$ cat src/hdl/dense_layer_sigmoid_macros.svh
// Assertion helpers used by the dense layer top module.
`ifndef DENSE_LAYER_SIGMOID_MACROS_SVH
`define DENSE_LAYER_SIGMOID_MACROS_SVH

// Check a condition at every clock edge outside reset
`define DLS_ASSERT_ALWAYS(lbl, expr, msg) \
    lbl: assert property (@(posedge aclk) disable iff (!aresetn) (expr)) else $error(msg);

// Check that a condition implies another in the same cycle
`define DLS_ASSERT_IMPLIES(lbl, ante, cons, msg) \
    lbl: assert property (@(posedge aclk) disable iff (!aresetn) (ante) |-> (cons)) \
        else $error(msg);

`endif

$ cat src/hdl/dls_pkg.sv
package dls_pkg;

    localparam int MAX_INPUTS  = 16;
    localparam int MAX_OUTPUTS = 16;
    localparam int WMEM_DEPTH  = MAX_OUTPUTS * (MAX_INPUTS + 1);
    localparam int WMEM_AW     = $clog2(WMEM_DEPTH);
    localparam int XIDX_W      = $clog2(MAX_INPUTS);
    localparam int NIDX_W      = $clog2(MAX_OUTPUTS);
    localparam int COUNT_W     = 5;
    localparam int ACC_W       = 36;
    localparam int PROD_W      = 32;

    // Operation codes
    localparam logic OP_WEIGHT = 1'b0;
    localparam logic OP_INPUT  = 1'b1;

    // Configuration register indexes
    localparam logic CFG_INPUT_COUNT  = 1'b0;
    localparam logic CFG_OUTPUT_COUNT = 1'b1;

    localparam logic [63:0] EXP_STEP = 64'd4162825044;

    typedef struct packed {
        logic               op;
        logic [8:0]         weight_address;
        logic signed [15:0] value;
    } dls_in_t;

    typedef struct packed {
        logic [3:0]  neuron_index;
        logic [15:0] activation;
        logic        last_out;
    } dls_out_t;

    // One term handed to the multiply-accumulate unit
    typedef struct packed {
        logic valid;
        logic bias;
        logic first;
    } dls_mac_req_t;

    typedef enum logic [1:0] {
        ST_IDLE,
        ST_MAC,
        ST_DRAIN,
        ST_ACT
    } dls_state_t;

    typedef logic [15:0] sig_table_t [256];

    // Logistic table over the signed top byte of a Q4.12 value, centre (2k+1)/32
    function automatic sig_table_t build_sig_table();
        logic [63:0] epow [256];
        logic [63:0] p;
        logic [63:0] e;
        logic [63:0] den;
        logic [63:0] num;
        logic [63:0] rem;
        logic [63:0] q;
        sig_table_t  tbl;
        int          k;
        int          mm;
        int          m;
        int          i;
        int          b;
        p = 64'h1_0000_0000;
        epow[0] = p;
        for (m = 1; m < 256; m++) begin
            p = (p * EXP_STEP) >> 32;
            epow[m] = p;
        end
        for (i = 0; i < 256; i++) begin
            k   = (i < 128) ? i : i - 256;
            mm  = (k >= 0) ? (2 * k + 1) : (-2 * k - 1);
            e   = epow[mm];
            den = 64'h1_0000_0000 + e;
            num = (k >= 0) ? 64'h1_0000_0000_0000 : (e << 16);
            num = num + (den >> 1);
            // restoring long division, round half up through the added half
            rem = '0;
            q   = '0;
            for (b = 63; b >= 0; b--) begin
                rem = {rem[62:0], num[b]};
                if (rem >= den) begin
                    rem  = rem - den;
                    q[b] = 1'b1;
                end
            end
            if (q > 64'd65535) begin
                q = 64'd65535;
            end
            tbl[i] = q[15:0];
        end
        return tbl;
    endfunction

    localparam sig_table_t SIG_TABLE = build_sig_table();

endpackage

$ cat src/hdl/dls_mac.sv
module dls_mac
    import dls_pkg::*;
(
    input  logic                     aclk,
    input  logic                     aresetn,
    input  dls_mac_req_t             req,
    input  logic signed [15:0]       weight,
    input  logic signed [15:0]       x,
    output logic signed [ACC_W-1:0]  acc,
    output logic                     busy
);

    dls_mac_req_t             s1_req_reg;
    logic signed [PROD_W-1:0] prod_reg;
    logic signed [ACC_W-1:0]  acc_reg;
    logic signed [PROD_W-1:0] prod_next;

    // Bias enters as Q8.24, weights times inputs as plain products
    always_comb begin
        if (req.bias) begin
            prod_next = {{(PROD_W-28){weight[15]}}, weight, 12'b0};
        end else begin
            prod_next = weight * x;
        end
    end

    // Track which stage holds a live term
    always_ff @(posedge aclk) begin
        if (!aresetn) begin
            s1_req_reg <= '0;
        end else begin
            s1_req_reg <= req;
        end
    end

    // Product stage
    always_ff @(posedge aclk) begin
        if (req.valid) begin
            prod_reg <= prod_next;
        end
    end

    // Accumulate stage, restart on the first term of a neuron
    always_ff @(posedge aclk) begin
        if (s1_req_reg.valid) begin
            if (s1_req_reg.first) begin
                acc_reg <= ACC_W'(prod_reg);
            end else begin
                acc_reg <= acc_reg + ACC_W'(prod_reg);
            end
        end
    end

    assign acc  = acc_reg;
    assign busy = s1_req_reg.valid;

endmodule

$ cat src/hdl/dense_layer_sigmoid.sv
// Weight writes and input elements are accepted through s_valid/s_ready; s_ready drops while a vector runs.
// Completing a vector of n inputs starts the shared multiply-accumulate: each neuron issues
// n+1 weight reads through the single memory port, drains the pipeline, then looks up its
// activation, which waits until the output register is free.
// Synchronous active-low reset clears the sequencer, counters and counts (both to 16);
// the weight memory and input store are left as they are.
`include "dense_layer_sigmoid_macros.svh"

module dense_layer_sigmoid
    import dls_pkg::*;
(
    input  logic         aclk,
    input  logic         aresetn,
    input  logic         cfg_we,
    input  logic         cfg_index,
    input  logic [4:0]   cfg_wdata,
    input  logic         s_valid,
    output logic         s_ready,
    input  dls_in_t      s_data,
    output logic         m_valid,
    input  logic         m_ready,
    output dls_out_t     m_data
);

    dls_state_t              state_reg;
    dls_state_t              state_next;
    logic [COUNT_W-1:0]      n_reg;
    logic [COUNT_W-1:0]      nout_reg;
    logic [COUNT_W-1:0]      cfg_clamped;
    logic [COUNT_W-1:0]      elem_cnt_reg;
    logic [COUNT_W-1:0]      elem_cnt_next;
    logic [COUNT_W-1:0]      elem_slot;
    logic [COUNT_W-1:0]      i_reg;
    logic [COUNT_W-1:0]      i_next;
    logic [NIDX_W-1:0]       o_reg;
    logic [NIDX_W-1:0]       o_next;
    logic [WMEM_AW-1:0]      base_reg;
    logic [WMEM_AW-1:0]      base_next;
    logic [WMEM_AW-1:0]      rd_addr;
    logic signed [15:0]      x_store_reg [MAX_INPUTS];
    logic [15:0]             wmem [WMEM_DEPTH];
    logic signed [15:0]      rd_data_reg;
    logic signed [15:0]      tag_x_reg;
    dls_mac_req_t            tag_req_reg;
    dls_mac_req_t            issue_req;
    logic signed [ACC_W-1:0] mac_acc;
    logic                    mac_busy;
    logic                    in_fire;
    logic                    load_out;
    logic                    out_free;
    logic                    last_neuron;
    logic signed [23:0]      acc_q;
    logic signed [15:0]      sum_sat;
    logic                    m_valid_reg;
    dls_out_t                m_data_reg;

    assign in_fire  = s_valid && s_ready;
    assign out_free = !m_valid_reg || m_ready;
    assign s_ready  = (state_reg == ST_IDLE);
    assign rd_addr  = base_reg + WMEM_AW'(i_reg);
    assign last_neuron = ({1'b0, o_reg} == (nout_reg - COUNT_W'(1)));

    // Clamp a written count to 1..16
    always_comb begin
        priority if (cfg_wdata == '0) begin
            cfg_clamped = COUNT_W'(1);
        end else if (cfg_wdata > COUNT_W'(MAX_INPUTS)) begin
            cfg_clamped = COUNT_W'(MAX_INPUTS);
        end else begin
            cfg_clamped = cfg_wdata;
        end
    end

    // Slot for the next input element
    assign elem_slot = (elem_cnt_reg >= n_reg) ? '0 : elem_cnt_reg;

    // Floor-shift the Q12.24 sum to Q4.12 and saturate
    assign acc_q = mac_acc[ACC_W-1:12];
    always_comb begin
        priority if (acc_q > 24'sd32767) begin
            sum_sat = 16'sh7fff;
        end else if (acc_q < -24'sd32768) begin
            sum_sat = -16'sh8000;
        end else begin
            sum_sat = acc_q[15:0];
        end
    end

    // Sequencer: next state and per-cycle controls
    always_comb begin
        state_next    = state_reg;
        i_next        = i_reg;
        o_next        = o_reg;
        base_next     = base_reg;
        elem_cnt_next = elem_cnt_reg;
        issue_req     = '0;
        load_out      = 1'b0;
        unique case (state_reg)
            ST_IDLE: begin
                if (in_fire && s_data.op == OP_INPUT) begin
                    if (elem_slot + COUNT_W'(1) >= n_reg) begin
                        elem_cnt_next = '0;
                        i_next        = '0;
                        o_next        = '0;
                        base_next     = '0;
                        state_next    = ST_MAC;
                    end else begin
                        elem_cnt_next = elem_slot + COUNT_W'(1);
                    end
                end
                if (cfg_we) begin
                    elem_cnt_next = '0;
                end
            end
            ST_MAC: begin
                issue_req.valid = 1'b1;
                issue_req.bias  = (i_reg == n_reg);
                issue_req.first = (i_reg == '0);
                if (i_reg == n_reg) begin
                    state_next = ST_DRAIN;
                end else begin
                    i_next = i_reg + COUNT_W'(1);
                end
            end
            ST_DRAIN: begin
                if (!tag_req_reg.valid && !mac_busy) begin
                    state_next = ST_ACT;
                end
            end
            ST_ACT: begin
                if (out_free) begin
                    load_out = 1'b1;
                    if (last_neuron) begin
                        state_next = ST_IDLE;
                    end else begin
                        o_next     = o_reg + NIDX_W'(1);
                        base_next  = base_reg + WMEM_AW'(n_reg) + WMEM_AW'(1);
                        i_next     = '0;
                        state_next = ST_MAC;
                    end
                end
            end
            default: begin
                state_next = ST_IDLE;
            end
        endcase
    end

    // Control registers
    always_ff @(posedge aclk) begin
        if (!aresetn) begin
            state_reg    <= ST_IDLE;
            n_reg        <= COUNT_W'(MAX_INPUTS);
            nout_reg     <= COUNT_W'(MAX_OUTPUTS);
            elem_cnt_reg <= '0;
            i_reg        <= '0;
            o_reg        <= '0;
            base_reg     <= '0;
            tag_req_reg  <= '0;
            m_valid_reg  <= 1'b0;
        end else begin
            state_reg    <= state_next;
            elem_cnt_reg <= elem_cnt_next;
            i_reg        <= i_next;
            o_reg        <= o_next;
            base_reg     <= base_next;
            tag_req_reg  <= issue_req;
            if (cfg_we) begin
                unique case (cfg_index)
                    CFG_INPUT_COUNT:  n_reg    <= cfg_clamped;
                    CFG_OUTPUT_COUNT: nout_reg <= cfg_clamped;
                    default: ;
                endcase
            end
            if (load_out) begin
                m_valid_reg <= 1'b1;
            end else if (m_ready) begin
                m_valid_reg <= 1'b0;
            end
        end
    end

    // Weight memory: write on an in-range weight request, read one term a cycle
    always_ff @(posedge aclk) begin
        if (in_fire && s_data.op == OP_WEIGHT
                && s_data.weight_address < WMEM_AW'(WMEM_DEPTH)) begin
            wmem[s_data.weight_address] <= s_data.value;
        end
        if (issue_req.valid) begin
            rd_data_reg <= wmem[rd_addr];
        end
    end

    // Input store and the input value travelling with each read
    always_ff @(posedge aclk) begin
        if (in_fire && s_data.op == OP_INPUT) begin
            x_store_reg[elem_slot[XIDX_W-1:0]] <= s_data.value;
        end
        if (issue_req.valid) begin
            tag_x_reg <= x_store_reg[i_reg[XIDX_W-1:0]];
        end
    end

    dls_mac u_mac (
        .aclk    (aclk),
        .aresetn (aresetn),
        .req     (tag_req_reg),
        .weight  (rd_data_reg),
        .x       (tag_x_reg),
        .acc     (mac_acc),
        .busy    (mac_busy)
    );

    // Result register: hold until taken
    always_ff @(posedge aclk) begin
        if (load_out) begin
            m_data_reg.neuron_index <= o_reg;
            m_data_reg.activation   <= SIG_TABLE[sum_sat[15:8]];
            m_data_reg.last_out     <= last_neuron;
        end
    end

    assign m_valid = m_valid_reg;
    assign m_data  = m_data_reg;

    `DLS_ASSERT_ALWAYS(a_elem_cnt_range, elem_cnt_reg < n_reg, "element counter past input count")
    `DLS_ASSERT_IMPLIES(a_act_drained, state_reg == ST_ACT, !tag_req_reg.valid && !mac_busy, "activation taken before sum complete")
    `DLS_ASSERT_IMPLIES(a_idle_drained, state_reg == ST_IDLE, !tag_req_reg.valid && !mac_busy, "terms in flight while idle")

endmodule

$ cat config.mk
export PLATFORM = sky130hd
export DESIGN_NAME = dense_layer_sigmoid
export DESIGN_NICKNAME = d
export VERILOG_FILES = /design/src/hdl/dls_pkg.sv /design/src/hdl/dls_mac.sv /design/src/hdl/dense_layer_sigmoid.sv
export VERILOG_INCLUDE_DIRS = /design/src /design/src/hdl
export SDC_FILE = /design/constraint.sdc
export NUM_CORES = 2
export LEC_CHECK = 0
export BUFFER_PORTS_ARGS = -buffer_cell sky130_fd_sc_hd__buf_2
export CORE_MARGIN = 5
export CORE_UTILIZATION = 57
export CTS_CLUSTER_DIAMETER = 40
export DETAILED_ROUTE_END_ITERATION = 10
export PLACE_DENSITY = 0.75
export REMOVE_ABC_BUFFERS = 1
export SYNTH_ARGS = -nofsm -noshare
export SYNTH_HDL_FRONTEND = slang
export SYNTH_MEMORY_MAX_BITS = 65536
export SYNTH_SLANG_ARGS = --single-unit
export TNS_END_PERCENT = 20
$ cat constraint.sdc
create_clock -name aclk -period 6.7 [get_ports aclk]
set_clock_uncertainty 0.1 [all_clocks]
set_input_delay 0.335 -clock aclk [delete_from_list [all_inputs] [get_ports aclk]]
set_output_delay 0.335 -clock aclk [all_outputs]
set_load 0.01 [all_outputs]
# After elaboration in Yosys (flattened, before gate mapping)
# Memories as Yosys holds them, arrays and structs flattened. A register that Yosys moved wholly into a read port is not among the register bits.
# Index checks and enable logic that the tools add are counted.
dict set report classes {
  n_shift 0
  n_reduce_logical 23
  n_mul 1
  n_div 0
  add_sub_neg 8
  muxes 42
  n_eq_ne 12
  n_bitwise 3
  magnitude_cmp 6
}
# op n
set ops {}
lappend ops {{5-bit two-way mux} 11}
lappend ops {{36-bit by 32-bit adder with 36-bit output} 1}
lappend ops {{36-bit two-way mux} 1}
lappend ops {{9-bit two-way mux} 4}
lappend ops {{16-bit by 16-bit multiplier with 32-bit output} 1}
lappend ops {{16-bit two-way mux} 2}
lappend ops {{32-bit two-way mux} 1}
lappend ops {{24-bit by 16-bit > comparator with 1-bit output, second input constant} 1}
lappend ops {{24-bit by 16-bit < comparator with 1-bit output, second input constant} 1}
lappend ops {{9-bit by 5-bit adder with 9-bit output} 2}
lappend ops {{9-bit one-hot mux with 2 select lines} 1}
lappend ops {{4-bit two-way mux} 4}
lappend ops {{5-bit one-hot mux with 3 select lines} 1}
lappend ops {{5-bit by 1-bit adder with 5-bit output, second input constant} 2}
lappend ops {{5-bit greater-or-equal comparator} 2}
lappend ops {{5-bit zero test} 2}
lappend ops {{2-bit two-way mux} 5}
lappend ops {{2-bit != test, second input constant} 5}
lappend ops {{5-bit AND reduction} 2}
lappend ops {{9-bit by 1-bit adder with 9-bit output, second input constant} 1}
lappend ops {{9-bit < comparator, second input constant} 1}
lappend ops {{1-bit two-way mux} 9}
lappend ops {{8-bit inverter with 9-bit output} 1}
lappend ops {{2-bit one-hot mux with 4 select lines} 1}
lappend ops {{19 further kinds} 33}
dict set report word_totals {
  output_inout_bits 23
  memories 3
  ram_bits 4608
  romBits 4096
  word_cells 116
  register_bits 114
  inputBits 37
  latch_bits 0
}
# name depth width read_ports rd_ports_with_merged_regs wr line
set memory_table {}
lappend memory_table {wmem 272 16 1 1 1 dense_layer_sigmoid.sv:41} ;# logic [15:0] wmem [WMEM_DEPTH];
lappend memory_table {{(name not given)} 256 16 1 1 0 dense_layer_sigmoid.sv:218} ;# m_data_reg.activation <= SIG_TABLE[sum_sat[15:8]];
lappend memory_table {x_store_reg 16 16 1 1 1 dense_layer_sigmoid.sv:40} ;# logic signed [15:0] x_store_reg [MAX_INPUTS];

# Logic depth before layout (Yosys ltp)
dict set report depth {
  ltp_word 7
  depth_mapped 25
  mapped_depth_nobuf 23
}

# Hierarchy
# From an unflattened synthesis, not the netlist that was laid out.
dict set report hier_totals {
  cells_unflattened 11054
  hier_area_um2 200582.4
}
# module instances cells_each area_each_um2 seq_area_each_um2
set by_module_without_submodules {}
lappend by_module_without_submodules {dense_layer_sigmoid 1 9517 186246.1 140745.0}
lappend by_module_without_submodules {dls_mac 1 1537 14336.2 2082.0}

# Worst setup path after synthesis
# Ideal clock, no wire load.
dict set report synth_timing {
  path_kind {register to register}
  start {register rd_data_reg[15] (read register of wmem)}
  end {register u_mac.prod_reg[31] (data pin)}
  stages_incl_launch_ff 23
  arrival_ps 6437
  path_slack_ps -97
  period_less_slack_ps 6797
  path_buffers 2
  cell_sequence {edfxtp_1 clkbuf_1 clkbuf_1 nand2_1 inv_1 fa_1 fa_1 fa_1 fa_1 fa_1 inv_1 fa_1 inv_1 ha_1 a21o_1 a21o_1 a21o_1 a21oi_1 a31oi_1 or4_1 a31oi_1 xnor2_1 mux2_2}
}
dict set report synth_between {
  elab_chain_cells 2
}
# element line
set synth_lines {}
lappend synth_lines {{start: declaration} dense_layer_sigmoid.sv:42} ;# logic signed [15:0] rd_data_reg;
lappend synth_lines {{16-bit by 16-bit multiplier with 32-bit output} dls_mac.sv:23} ;# prod_next = weight * x;
lappend synth_lines {{32-bit two-way mux (*)} dls_mac.sv:20} ;# if (req.bias) begin
lappend synth_lines {{via u_mac.prod_next[31]} dls_mac.sv:16} ;# logic signed [PROD_W-1:0] prod_next;
lappend synth_lines {{end signal: assignment} dls_mac.sv:39} ;# prod_reg <= prod_next;
lappend synth_lines {{end: declaration} dls_mac.sv:14} ;# logic signed [PROD_W-1:0] prod_reg;
# Mark *: on every way through the listed nets, which the timed path passes. The rest lies on a longest branch.
# A chain may end at the register's enable or synchronous reset.

# Worst setup path in the final report
dict set report layout_timing {
  start {register rd_data_reg[8] (read register of wmem)}
  end {register u_mac.prod_reg[31] (data pin)}
}
dict set report layout_between {
  elab_chain_cells 2
}
# element line
set layout_lines {}
lappend layout_lines {{16-bit by 16-bit multiplier with 32-bit output} dls_mac.sv:23}
lappend layout_lines {{32-bit two-way mux} dls_mac.sv:20}
lappend layout_lines {{via u_mac.prod_next[31]} dls_mac.sv:16}
# The timed path passes the listed nets, and every way through them passes these cells.

==> metrics.cfg <==
[clocking]
htree_num_levels=6
cts_buffer_depth=4
cts_tree=built
clkTransAtPathRegs_ns=0.05
clkLatencyLatePin_ns=1.04
cts_buffers=557
numClockSinks=4770
clockRootBuffer=clkbuf_16

[routing]
detail-route-antenna-nets=0
wl_per_cell_microns=34.3
drcViolationCount=0
dr.pass1.iters=8
avgViaCountPerCell=6.78
drt_wl_total_microns=532000
vias=105000
drt-initial-drc-count=15900

[placed_design]
dp_hpwl_microns=308000
io_buffers=59
post-place-ws_ns=0.00310
gp_congestion=0.960

[pwr]
pwr-share-comb_pct=36.2
power_density_mw_per_mm2=449
seqPwrFrac_pct=34.1
pwr-share-clk_pct=29.7
ir_worst_vdd_mv=2.68
p_leak_nw=72.5
p_sw_mw=32.3
p_sw_share_pct=31.7
internal_power_mw=69.5

[hold_path]
hp-start=s_valid
hold_class=in2reg
hold-path-cell-count=5
min_to=elem_cnt_reg[4]$_SDFFE_PN0P_

[logic_synthesis]
synth-compound-area-share_pct=2.31
ys_ff_latch=4770
synth_area_sq_mm=0.198
synth_top_family_by_area=multiplexers
synthAdderAreaFrac_pct=3.73
synth_edf_count=4729
synthCells=9782
yosys-top-cells-area=edfxtp_1 72%, mux4_2 16%, fa_1 2.7%
synthSimpleGateAreaFrac_pct=3.28
synth_xor_area_share_pct=0.427
synthDistinctLibCells=83
synth_top_cell_by_area=edfxtp_1
syn_area_per_cell_sq_um=20.3
synthMuxAreaShare_pct=16.5
yosysWarnings=0
async_flop_share_pct=0
ys_seq_area_share_pct=72.0
ys.flop_type=edfxtp_1
yosysTopAreaCellShare_pct=71.5

[worst_setup_path]
r2r_start=rd_data_reg[8]$_DFFE_PP_
cp-end-kind=flop
r2r-end=u_mac.prod_reg[31]$_DFFE_PP_
cp-start-kind=flop
cp_max_fo=5
path_class=reg2reg
rrSetupSlack_ns=0.13
worstPathArrival_ns=7.21
required_ns=7.35
worstRegToRegCells=22

[floorplanning]
start_util_pct=57.3
die_area_sq_mm=0.360
io_pins=60
rows=216
die_w_microns=600
coreArea_sq_mm=0.346
die_h_microns=600

[global_routing]
grt.overflow.total=0
grt_pass1_vias=107000
grt_pass1_wl_microns=771000
grt_max_degree=181
grt_util_all_layers_pct=29.7
antenna_found_initial=35

[final_layout]
largest_reg_flops=4352
mostFrequentLayoutCell=edfxtp_1
fin_util_pct=65.4
final_cell_mix=4729 x edfxtp_1, 1443 x mux4_2, 572 x clkbuf_16
nets=10900
area_growth_pct=14.1
layout-drive-gt1-share_pct=27.9

[sta]
grt_setup_unrepaired=yes
post-route-period-util_pct=98.0
setup_slack_ns=0.134
hold_violations=0
period_needed_ns=6.57
setup_viol=0
clock.fmax_ghz=0.152
max_slew_margin_pct=8.33
worst_slew_pin_slew_ns=1.38
drv_slew=0

[job]
maxCapViolations=0

[run_status]
status=finished clean

## metrics by stage
stage	instance area (sq um)	setup TNS (ns)	std cells	hold WS [ns]	total power, mW
5_1_grt	227000	-0.289	15500	0.0941	108
6_report	227000	0	15500	0.110	102
3_5_place_dp	207000	0	14400	0.386	70.0
4_1_cts	226000	0	15500	0.0203	100
3_3_place_gp	207000	0	14400	0.379	69.6
2_1_floorplan	196000	-626.53	9239	0.307	63.3
## per-layer routing
metal	wire length (microns)	vias to the layer above	GRT usage, %	share of wire, %
li1	-	41200	-	-
met1	189000	55000	40.5	35
met2	255000	7539	46.5	48
met3	60500	1318	7.46	11
met4	27400	26	12.8	5.2
met5	253	-	0	0.048
## worst max-delay path by stage
| stage | startpoint | to | slack (ns) | cells after the start |
|---|---|---|---|---|
| detailed placement | tag_x_reg[4]$_DFFE_PP_ | u_mac.prod_reg[30]$_DFFE_PP_ | 0.003 | 26 |
| finish | rd_data_reg[8]$_DFFE_PP_ | u_mac.prod_reg[31]$_DFFE_PP_ | 0.13 | 22 |
| global placement | tag_x_reg[4]$_DFFE_PP_ | u_mac.prod_reg[31]$_DFFE_PP_ | 0.04 | 23 |
| global route | tag_x_reg[4]$_DFFE_PP_ | u_mac.prod_reg[31]$_DFFE_PP_ | -0.11 | 23 |
| floorplan | i_reg[0]$_SDFFE_PN0P_ | rd_data_reg[10]$_DFFE_PP_ | -39.16 | 8 |
| CTS | tag_x_reg[4]$_DFFE_PP_ | u_mac.prod_reg[30]$_DFFE_PP_ | 0.02 | 26 |
## critical path, cell delays in order (launching register included)
cell	delay, ns
edfxtp_1	0.50
and2_1	0.22
fa_1	0.47
inv_1	0.05
fa_1	0.46
fa_1	0.51
inv_1	0.05
fa_1	0.51
fa_1	0.50
inv_1	0.05
fa_1	0.47
inv_1	0.04
ha_1	0.28
a21o_1	0.16
a21o_1	0.17
a21o_1	0.19
a22o_1	0.28
o21bai_2	0.20
a31oi_2	0.13
or4_1	0.41
a31oi_1	0.20
xnor2_1	0.08
mux2_2	0.27
## synthesized netlist by cell type, types with 31 or more instances
cell type,n
xor2_1,41
buf_2,165
and2_1,140
a21oi_1,164
a211oi_1,43
o21ai_0,156
and3_1,47
xnor2_1,54
ha_1,168
a311oi_1,46
fa_1,265
o211ai_1,31
nand2_1,558
nor3_1,37
edfxtp_1,4729
nor2_1,427
nor2b_1,51
a31oi_1,33
mux4_2,1443
clkbuf_1,308
a21o_1,46
buf_1,44
nand3_1,106
inv_1,321
dfxtp_1,41
## area by class of cell
class | instances | area [sq um]
diodes | 19 | 47.5
clock buffers | 650 | 14600
clock inverters | 356 | 3810
fillers | 21600 | 120000
inverters | 323 | 1220
multi-input cells | 4146 | 52500
flip-flops and latches | 4770 | 143000
well taps | 4578 | 5730
repair buffers | 660 | 5740
## kinds of logic after synthesis
logic type / Yosys count
flip-flops: 4770
multiplexers: 1468
AND/OR/NAND/NOR: 1449
buffers and inverters: 866
AO/OA/AOI/OAI: 700
adder cells (fa/ha/maj): 433
XOR/XNOR: 96
## power groups by stage
stage               combinational, mW  sequential (mW)  clock (mW)
finish                           36.9             34.7        30.2
global placement                 34.3             35.3           0
global route                     40.9             34.7        32.0
CTS                              35.2             34.7        30.5
floorplan                        28.1             35.3           0
detailed placement               34.7             35.3           0
## what timing repair did
action                      CTS  global route
gates resized for setup       2            36
hold endpoints to repair   1902             0
setup buffers                 0            14
hold buffers                 35             0
cloned                        0             1
setup endpoints to repair     2             6
pin swaps                     4            13
Note: power is estimated with default switching activity, not from simulation.
